`src/rtl/oadf_pkg.sv`:
```
// package: item types, state codes, thresholds and speeds of the drive controller
package oadf_pkg;

  localparam int unsigned TickCounterWidth = 16;
  localparam int unsigned CfgWidth         = 16;
  localparam int unsigned CmpWidth         =
    (TickCounterWidth > CfgWidth) ? TickCounterWidth : CfgWidth;
  localparam int unsigned DistWidth        = 14;
  localparam int unsigned SpeedWidth       = 8;

  localparam logic [CfgWidth-1:0] WaitTicksReset = 16'd3000;

  // distances in q10.4 centimetres
  localparam logic [DistWidth-1:0] Cm15 = 14'd240;
  localparam logic [DistWidth-1:0] Cm20 = 14'd320;
  localparam logic [DistWidth-1:0] Cm30 = 14'd480;
  localparam logic [DistWidth-1:0] Cm40 = 14'd640;
  localparam logic [DistWidth-1:0] Cm60 = 14'd960;

  localparam logic signed [SpeedWidth-1:0] SpdZero   = 8'sd0;
  localparam logic signed [SpeedWidth-1:0] SpdSpin   = 8'sd15;
  localparam logic signed [SpeedWidth-1:0] SpdSpinN  = -8'sd15;
  localparam logic signed [SpeedWidth-1:0] SpdSlow   = 8'sd15;
  localparam logic signed [SpeedWidth-1:0] SpdSlight = 8'sd20;
  localparam logic signed [SpeedWidth-1:0] SpdFwd    = 8'sd20;
  localparam logic signed [SpeedWidth-1:0] SpdFast   = 8'sd25;
  localparam logic signed [SpeedWidth-1:0] SpdCruise = 8'sd27;
  localparam logic signed [SpeedWidth-1:0] SpdTurn   = 8'sd30;
  localparam logic signed [SpeedWidth-1:0] SpdHard   = 8'sd35;

  typedef enum logic {
    OP_TICK = 1'b0,
    OP_STEP = 1'b1
  } opcode_e;

  typedef enum logic [4:0] {
    ST_WAIT_A   = 5'd0,
    ST_WAIT_O   = 5'd1,
    ST_FWD_A    = 5'd2,
    ST_FWD_O    = 5'd3,
    ST_SLEFT_A  = 5'd4,
    ST_SLEFT_O  = 5'd5,
    ST_SRIGHT_A = 5'd6,
    ST_SRIGHT_O = 5'd7,
    ST_LEFT_A   = 5'd8,
    ST_LEFT_O   = 5'd9,
    ST_RIGHT_A  = 5'd10,
    ST_RIGHT_O  = 5'd11,
    ST_HLEFT_A  = 5'd12,
    ST_HLEFT_O  = 5'd13,
    ST_HRIGHT_A = 5'd14,
    ST_HRIGHT_O = 5'd15,
    ST_SPINL_A  = 5'd16,
    ST_SPINL_O  = 5'd17,
    ST_SPINR_A  = 5'd18,
    ST_SPINR_O  = 5'd19,
    ST_SLOW_A   = 5'd20,
    ST_SLOW_O   = 5'd21,
    ST_FAST_A   = 5'd22,
    ST_FAST_O   = 5'd23,
    ST_CRUISE_A = 5'd24,
    ST_CRUISE_O = 5'd25
  } state_e;

  typedef struct packed {
    logic                 opcode;
    logic [DistWidth-1:0] dist_right_outer;
    logic [DistWidth-1:0] dist_right;
    logic [DistWidth-1:0] dist_centre;
    logic [DistWidth-1:0] dist_left;
    logic [DistWidth-1:0] dist_left_outer;
  } in_item_t;

  typedef struct packed {
    logic [4:0]                   state_code;
    logic signed [SpeedWidth-1:0] right_speed;
    logic signed [SpeedWidth-1:0] left_speed;
  } out_item_t;

endpackage

```
`src/rtl/oadf_classifier.sv`:
```
// obstacle classifier: prioritized threshold compares picking the next action state
module oadf_classifier import oadf_pkg::*; (
  input  in_item_t item_i,
  input  logic     spin_parity_i,
  output state_e   action_o
);

  logic [DistWidth-1:0] ro, r, c, l, lo;

  assign ro = item_i.dist_right_outer;
  assign r  = item_i.dist_right;
  assign c  = item_i.dist_centre;
  assign l  = item_i.dist_left;
  assign lo = item_i.dist_left_outer;

  always_comb begin
    if (r < Cm15 && c > Cm20 && l > Cm15) begin
      action_o = ST_HRIGHT_A;
    end else if (r > Cm15 && c > Cm20 && l < Cm15) begin
      action_o = ST_HLEFT_A;
    end else if (r < Cm20 && c > Cm30 && l > Cm20) begin
      action_o = ST_RIGHT_A;
    end else if (r > Cm20 && c > Cm30 && l < Cm20) begin
      action_o = ST_LEFT_A;
    end else if (r < Cm30 && c > Cm40 && l > Cm30) begin
      action_o = ST_SRIGHT_A;
    end else if (r > Cm30 && c > Cm40 && l < Cm30) begin
      action_o = ST_SLEFT_A;
    end else if (c < Cm20) begin
      action_o = spin_parity_i ? ST_SPINL_A : ST_SPINR_A;
    end else if (c < Cm40) begin
      action_o = ST_SLOW_A;
    end else if (c < Cm60) begin
      action_o = ST_FWD_A;
    end else if (ro > lo) begin
      action_o = ST_SLEFT_A;
    end else if (ro < lo) begin
      action_o = ST_SRIGHT_A;
    end else begin
      action_o = ST_CRUISE_A;
    end
  end

endmodule

```
`src/rtl/oadf_core.sv`:
```
// controller state machine: state, wait counter, spin parity and motor registers
module oadf_core import oadf_pkg::*; (
  input  logic                clk_i,
  input  logic                rst_ni,
  input  logic                fire_i,
  input  in_item_t            item_i,
  input  logic [CfgWidth-1:0] wait_ticks_i,
  output out_item_t           res_o
);

  localparam logic [TickCounterWidth-1:0] CntMax = {TickCounterWidth{1'b1}};

  state_e                        state_q, state_d, choice, own_action;
  logic [TickCounterWidth-1:0]   counter_q, counter_d;
  logic                          parity_q, parity_d;
  logic signed [SpeedWidth-1:0]  right_q, right_d, left_q, left_d;
  logic                          step, wait_done;

  assign step       = (item_i.opcode == OP_STEP);
  assign wait_done  = CmpWidth'(counter_q) > CmpWidth'(wait_ticks_i);
  assign own_action = state_e'(5'(state_q) - 5'd1);

  oadf_classifier u_classifier (
    .item_i        (item_i),
    .spin_parity_i (parity_q),
    .action_o      (choice)
  );

  // next state
  always_comb begin
    state_d = state_q;
    if (step) begin
      case (state_q)
        ST_WAIT_A:   state_d = ST_WAIT_O;
        ST_WAIT_O:   state_d = wait_done ? ST_FWD_A : ST_WAIT_O;
        ST_FWD_A:    state_d = ST_FWD_O;
        ST_SLEFT_A:  state_d = ST_SLEFT_O;
        ST_SRIGHT_A: state_d = ST_SRIGHT_O;
        ST_LEFT_A:   state_d = ST_LEFT_O;
        ST_RIGHT_A:  state_d = ST_RIGHT_O;
        ST_HLEFT_A:  state_d = ST_HLEFT_O;
        ST_HRIGHT_A: state_d = ST_HRIGHT_O;
        ST_SPINL_A:  state_d = ST_SPINL_O;
        ST_SPINR_A:  state_d = ST_SPINR_O;
        ST_SLOW_A:   state_d = ST_FWD_O;
        ST_FAST_A:   state_d = ST_FWD_O;
        ST_CRUISE_A: state_d = ST_CRUISE_O;
        ST_FWD_O, ST_SLEFT_O, ST_SRIGHT_O, ST_LEFT_O, ST_RIGHT_O, ST_HLEFT_O,
        ST_HRIGHT_O, ST_SPINL_O, ST_SPINR_O, ST_SLOW_O, ST_FAST_O,
        ST_CRUISE_O: state_d = (choice != own_action) ? choice : state_q;
        default:     state_d = ST_WAIT_A;
      endcase
    end
  end

  // motors, counter and parity
  always_comb begin
    right_d   = right_q;
    left_d    = left_q;
    parity_d  = parity_q;
    counter_d = counter_q;
    if (!step) begin
      if (counter_q != CntMax) begin
        counter_d = counter_q + 1'b1;
      end
    end else begin
      case (state_q)
        ST_WAIT_A: begin
          counter_d = '0;
          right_d   = SpdZero;
          left_d    = SpdZero;
        end
        ST_FWD_A: begin
          parity_d = ~parity_q;
          right_d  = SpdFwd;
          left_d   = SpdFwd;
        end
        ST_SLEFT_A:  begin right_d = SpdSlight; left_d = SpdZero;   end
        ST_SRIGHT_A: begin right_d = SpdZero;   left_d = SpdSlight; end
        ST_LEFT_A:   begin right_d = SpdTurn;   left_d = SpdZero;   end
        ST_RIGHT_A:  begin right_d = SpdZero;   left_d = SpdTurn;   end
        ST_HLEFT_A:  begin right_d = SpdHard;   left_d = SpdZero;   end
        ST_HRIGHT_A: begin right_d = SpdZero;   left_d = SpdHard;   end
        ST_SPINL_A:  begin right_d = SpdSpin;   left_d = SpdSpinN;  end
        ST_SPINR_A:  begin right_d = SpdSpinN;  left_d = SpdSpin;   end
        ST_SLOW_A:   begin right_d = SpdSlow;   left_d = SpdSlow;   end
        ST_FAST_A:   begin right_d = SpdFast;   left_d = SpdFast;   end
        ST_CRUISE_A: begin right_d = SpdCruise; left_d = SpdCruise; end
        default: begin
        end
      endcase
    end
  end

  always_ff @(posedge clk_i or negedge rst_ni) begin
    if (!rst_ni) begin
      state_q   <= ST_WAIT_A;
      counter_q <= '0;
      parity_q  <= 1'b0;
      right_q   <= SpdZero;
      left_q    <= SpdZero;
    end else if (fire_i) begin
      state_q   <= state_d;
      counter_q <= counter_d;
      parity_q  <= parity_d;
      right_q   <= right_d;
      left_q    <= left_d;
    end
  end

  assign res_o.state_code  = 5'(state_d);
  assign res_o.right_speed = right_d;
  assign res_o.left_speed  = left_d;

  a_wait_clears: assert property (@(posedge clk_i) disable iff (!rst_ni)
    fire_i && step && state_q == ST_WAIT_A |=>
      state_q == ST_WAIT_O && counter_q == '0 && right_q == SpdZero && left_q == SpdZero)
    else $error("wait state did not clear counter and motors");

  a_tick_keeps_state: assert property (@(posedge clk_i) disable iff (!rst_ni)
    fire_i && !step |=> $stable(state_q) && $stable(right_q) && $stable(left_q))
    else $error("tick item changed state or motors");

  a_ongoing_keeps_motors: assert property (@(posedge clk_i) disable iff (!rst_ni)
    fire_i && step && state_q[0] |=> $stable(right_q) && $stable(left_q)
      && $stable(parity_q))
    else $error("ongoing state changed motors");

  a_counter_saturates: assert property (@(posedge clk_i) disable iff (!rst_ni)
    fire_i && !step && counter_q == CntMax |=> counter_q == CntMax)
    else $error("wait counter wrapped");

endmodule

```
`src/rtl/obstacle_avoidance_drive_fsm_unit.sv`:
```
// top level: input register, controller core, result register and config register
//
// channel  direction  handshake              payload
// in       input      in_valid_i/in_stall_o   in_item_i  (in_item_t)
// out      output     out_valid_o/out_stall_i out_item_o (out_item_t)
// cfg      input      cfg_valid_i/cfg_ready_o cfg_data_i (wait_ticks)
//
// one item per cycle sustained while out_stall_i is low;
// the core pass (threshold compares and next-state table) sits between the
// input register and the result register
// reset clears state, counter, parity and motors and sets wait_ticks to 3000
// a stalled result holds the result register and an occupied input register;
// cfg is always ready
module obstacle_avoidance_drive_fsm_unit import oadf_pkg::*; (
  input  logic                clk_i,
  input  logic                rst_ni,
  input  logic                in_valid_i,
  output logic                in_stall_o,
  input  in_item_t            in_item_i,
  output logic                out_valid_o,
  input  logic                out_stall_i,
  output out_item_t           out_item_o,
  input  logic                cfg_valid_i,
  output logic                cfg_ready_o,
  input  logic [CfgWidth-1:0] cfg_data_i
);

  logic                in_valid_q, out_valid_q, fire;
  in_item_t            in_item_q;
  out_item_t           out_item_q, res;
  logic [CfgWidth-1:0] wait_ticks_q;

  assign fire        = in_valid_q && (!out_valid_q || !out_stall_i);
  assign in_stall_o  = in_valid_q && !fire;
  assign cfg_ready_o = 1'b1;

  oadf_core u_core (
    .clk_i        (clk_i),
    .rst_ni       (rst_ni),
    .fire_i       (fire),
    .item_i       (in_item_q),
    .wait_ticks_i (wait_ticks_q),
    .res_o        (res)
  );

  always_ff @(posedge clk_i or negedge rst_ni) begin
    if (!rst_ni) begin
      in_valid_q   <= 1'b0;
      out_valid_q  <= 1'b0;
      wait_ticks_q <= WaitTicksReset;
    end else begin
      if (!in_stall_o) begin
        in_valid_q <= in_valid_i;
      end
      if (fire) begin
        out_valid_q <= 1'b1;
      end else if (!out_stall_i) begin
        out_valid_q <= 1'b0;
      end
      if (cfg_valid_i && cfg_ready_o) begin
        wait_ticks_q <= cfg_data_i;
      end
    end
  end

  always_ff @(posedge clk_i) begin
    if (!in_stall_o && in_valid_i) begin
      in_item_q <= in_item_i;
    end
    if (fire) begin
      out_item_q <= res;
    end
  end

  assign out_valid_o = out_valid_q;
  assign out_item_o  = out_item_q;

endmodule
```
`config.mk`:
```
export PLATFORM = sky130hd
export DESIGN_NAME = obstacle_avoidance_drive_fsm_unit
export DESIGN_NICKNAME = d
export VERILOG_FILES = /design/src/rtl/oadf_pkg.sv /design/src/rtl/oadf_classifier.sv /design/src/rtl/oadf_core.sv /design/src/rtl/obstacle_avoidance_drive_fsm_unit.sv
export SDC_FILE = /design/constraint.sdc
export NUM_CORES = 1
export LEC_CHECK = 0
export BUFFER_PORTS_ARGS = -buffer_cell sky130_fd_sc_hd__buf_2
export CAP_MARGIN = 20
export CORE_ASPECT_RATIO = 0.6
export CORE_MARGIN = 4
export CORE_UTILIZATION = 59
export DETAILED_ROUTE_END_ITERATION = 6
export PLACE_DENSITY = 0.83
export SLEW_MARGIN = 20
export SYNTH_ARGS = -nofsm -noshare
export SYNTH_HDL_FRONTEND = slang
export SYNTH_HIERARCHICAL = 1
export SYNTH_SLANG_ARGS = --single-unit
export TNS_END_PERCENT = 1
```
`constraint.sdc`:
```
create_clock -name clk_i -period 8.85 [get_ports clk_i]
set_clock_uncertainty 0.1 [all_clocks]
set_input_delay 1.77 -clock clk_i [delete_from_list [all_inputs] [get_ports clk_i]]
set_output_delay 1.77 -clock clk_i [all_outputs]
set_load 0.02 [all_outputs]
```
==> flow_summary.json <==
{
  "status": "completed",
  "required_ns": 6.98,
  "fin_crit_sh": 0.4668,
  "vias": 5250,
  "p_per_area_nw_per_um2": 221.4,
  "comb_power_share": 0.180,
  "r2r_cells": 13,
  "fin_crit_ns": 4.131,
  "firstDrtPassIters": 5,
  "synth-xor-area-share": 0.01774,
  "p_clk_frac": 0.359,
  "core_area_um2": 12180,
  "area_growth_pct": 16.61,
  "ant_nets": 0,
  "critPathArrivalTime_ns": 2.26,
  "seq_area_um2": 4173,
  "reg2reg_from": "in_item_q[61]",
  "clkSinkCount": 148,
  "crit_fanout": 3,
  "muxShareOfSynthArea": 0.06369,
  "fillCellCount": 864,
  "cts_hold_buffers": 0,
  "crit_path_max_incr_delay_ns": 0.16,
  "synth_top_area_cell": "edfxtp_1",
  "grt_pass1_vias": 5209,
  "whs_endpoint": "u_core/parity_q",
  "syn_area_per_cell_um2": 12.06,
  "synth_seq_cells": 148,
  "clk_pin_slew_worst_paths_ns": 0.06,
  "grtUsageTotal": 0.2223,
  "clockBufferDepth": 2,
  "p_sw_w": 0.0005833,
  "multi_input_area_um2": 2942,
  "nNetsFinal": 852,
  "switching_share": 0.3051,
  "drtIter0Drc": 454,
  "cts_resized": 0,
  "cp-end-kind": "primary output",
  "synth_top_family_by_area": "compound AO/OA/AOI/OAI gates",
  "ys_types": 71,
  "holdPathStages": 1,
  "antenna_found_initial": 0,
  "die-width_um": 152.6,
  "synth_area_leaders": "edfxtp_1 37%, dfrtp_1 17%, ha_1 6.1%",
  "postPlaceCellArea_um2": 8064,
  "diodes": 0,
  "start_util": 0.6081,
  "tritoncts": "yes",
  "crit_path_frequent_cell": "buf_2",
  "portBuffers": 114,
  "gp_congestion": 0.8970,
  "postSynth.asyncResetShare": 0.3784,
  "ys_warn_count": 6,
  "rr_endpoint": "out_item_o[17]",
  "synth_top_area_share": 0.3730,
  "grt_max_degree": 72,
  "cp-startpoint": "out_stall_i",
  "maxCapViolCount": 0,
  "slew_headroom": 0.3041,
  "yosysMostFrequentCell": "edfxtp_1",
  "slowest_stage": "buf_2",
  "timing.fmax_mhz": 242.1,
  "rows": 31,
  "io_pins": 116,
  "tightestPinTransition_ns": 1.044,
  "worstHoldStart": "u_core/parity_q",
  "cts_buffers": 17,
  "yosysSeqAreaShare": 0.5634,
  "ys.flop_type": "edfxtp_1",
  "cp_num_buf_inv": 3,
  "synthCells": 614,
  "die_y_um": 94.79,
  "wl_per_cell_um": 17.20,
  "drc": 0,
  "final_cell_area_um2": 8636,
  "setup_viol": 0,
  "synth-simple-area-share": 0.1181,
  "clkLatencyLatePin_ns": 0.42,
  "vdd_drop_max_v": 0.0001531,
  "synth-edff-count": 92,
  "synthAdderAreaFrac": 0.06082,
  "dp_hpwl_um": 10880,
  "synth_area_um2": 7406,
  "drt-total-wl_um": 15510,
  "cts_setup_buffers": 0,
  "intPower_w": 0.001329,
  "power.leakage_nw": 3.666,
  "critPathTopFamily": "buffers and inverters",
  "grt_first_pass_wirelength_um": 25520,
  "path_depth": 4,
  "synth_compound_area_frac": 0.1341,
  "r2r_slack_ns": 4.79,
  "clockRootBuffer": "clkbuf_16",
  "htreeDepth": 4,
  "timing_hold_violations_final": 0,
  "critPathKind": "primary input to primary output",
  "critical_path.cell_chain": "buf_2 -> nand3_1 -> inv_1 -> buf_2",
  "via_per_inst": 5.820,
  "worst_hold_path_type": "flop to flop",
  "start_kind": "primary input",
  "drive_above_1_share": 0.2863,
  "rsz0062_at_grt": "false",
  "dieArea_um2": 14470,
  "final-max-slew-violation-count": 0,
  "fin_tns_setup_ns": 0,
  "syn-num-nets": 742,
  "synth_common_cells": "92 x edfxtp_1, 53 x nand2_1, 49 x dfrtp_1",
  "overflow": 0,
  "p_seq_frac": 0.462
}
[worst reg2reg max path: cells and delay by family (launching register included)]
family / cells / cell delay (ns)
muxes: 2 / 0.56
xor gates and xnor gates: 1 / 0.28
DFF: 1 / 0.38
and+or+nand+nor: 3 / 0.54
adders and majority gates: 1 / 0.32
AOI/OAI and AO/OA: 6 / 1.61
[final cells by class]
type	instances	share of cell area
sequential	148	0.4832
timing repair buffer	118	0.06955
tap	165	0.02391
clock buffer	17	0.04926
multi-input combinational	399	0.3406
inverter	40	0.01739
clock inverter	15	0.01608
[per-stage QoR]
stage          hold slack [ns]    util  setup slack, ns  total power [W]  instances
2_1_floorplan           0.3424       -            4.027         0.001132        614
3_3_place_gp            0.3687  0.6621            4.771         0.001208        869
3_5_place_dp            0.3727  0.6621            4.716         0.001230        869
4_1_cts                 0.3820  0.7084            4.712         0.001917        901
5_1_grt                 0.3958  0.7091            4.579         0.002011        902
6_report                0.3811  0.7091            4.719         0.001912        902
[placed cells by master, fill, tap and decap left out, drive strengths merged, types with 8 or more instances in the layout]
cell	n
a21oi	29
nand4	10
buf	118
clkbuf	17
dfrtp	49
nand3	8
ha	36
mux2	35
nand2	53
edfxtp	92
a21o	10
nor4	9
nor2	30
o21ai	41
nor3	17
xnor2	13
inv	49
[worst max-delay path by stage]
stage / endpoint / slack [ns]
floorplan: u_core/counter_q[13] / 4.03
global placement: in_stall_o / 4.77
detailed placement: in_stall_o / 4.72
CTS: in_stall_o / 4.71
global route: out_item_o[17] / 4.58
finish: in_stall_o / 4.72
[cell families (layout without fill, tap and decap cells)]
logic type,count (synthesis),count (layout)
DFF,148,148
xor gates and xnor gates,15,15
buffers and inverters,67,190
adders and majority gates,36,36
AOI/OAI and AO/OA,139,139
and+or+nand+nor,168,168
other,2,2
muxes,39,39
[flip-flops by register name, summed over array words and instances (netlist names)]
register	flops
in_item_q	71
in_valid_q	1
out_item_o	21
out_valid_o	1
u_core/counter_q	16
u_core/left_q	8
u_core/parity_q	1
u_core/right_q	8
u_core/state_q	5
wait_ticks_q	16
[metal layers]
metal,vias up,GRT usage,share of wire
met5,-,0,0
met2,206,0.3548,0.48
li1,2485,-,-
met4,0,0.07858,0.016
met3,27,0.05495,0.061
met1,2532,0.3017,0.45
[power groups by stage]
stage	Combinational (W)	Clock, W	Sequential [W]
floorplan	0.000251	0	0.000881
global placement	0.000319	0	0.000889
detailed placement	0.000336	0	0.000895
CTS	0.000340	0.000696	0.000881
global route	0.000382	0.000737	0.000892
finish	0.000343	0.000686	0.000883
Power figures use the tool's default switching activity.
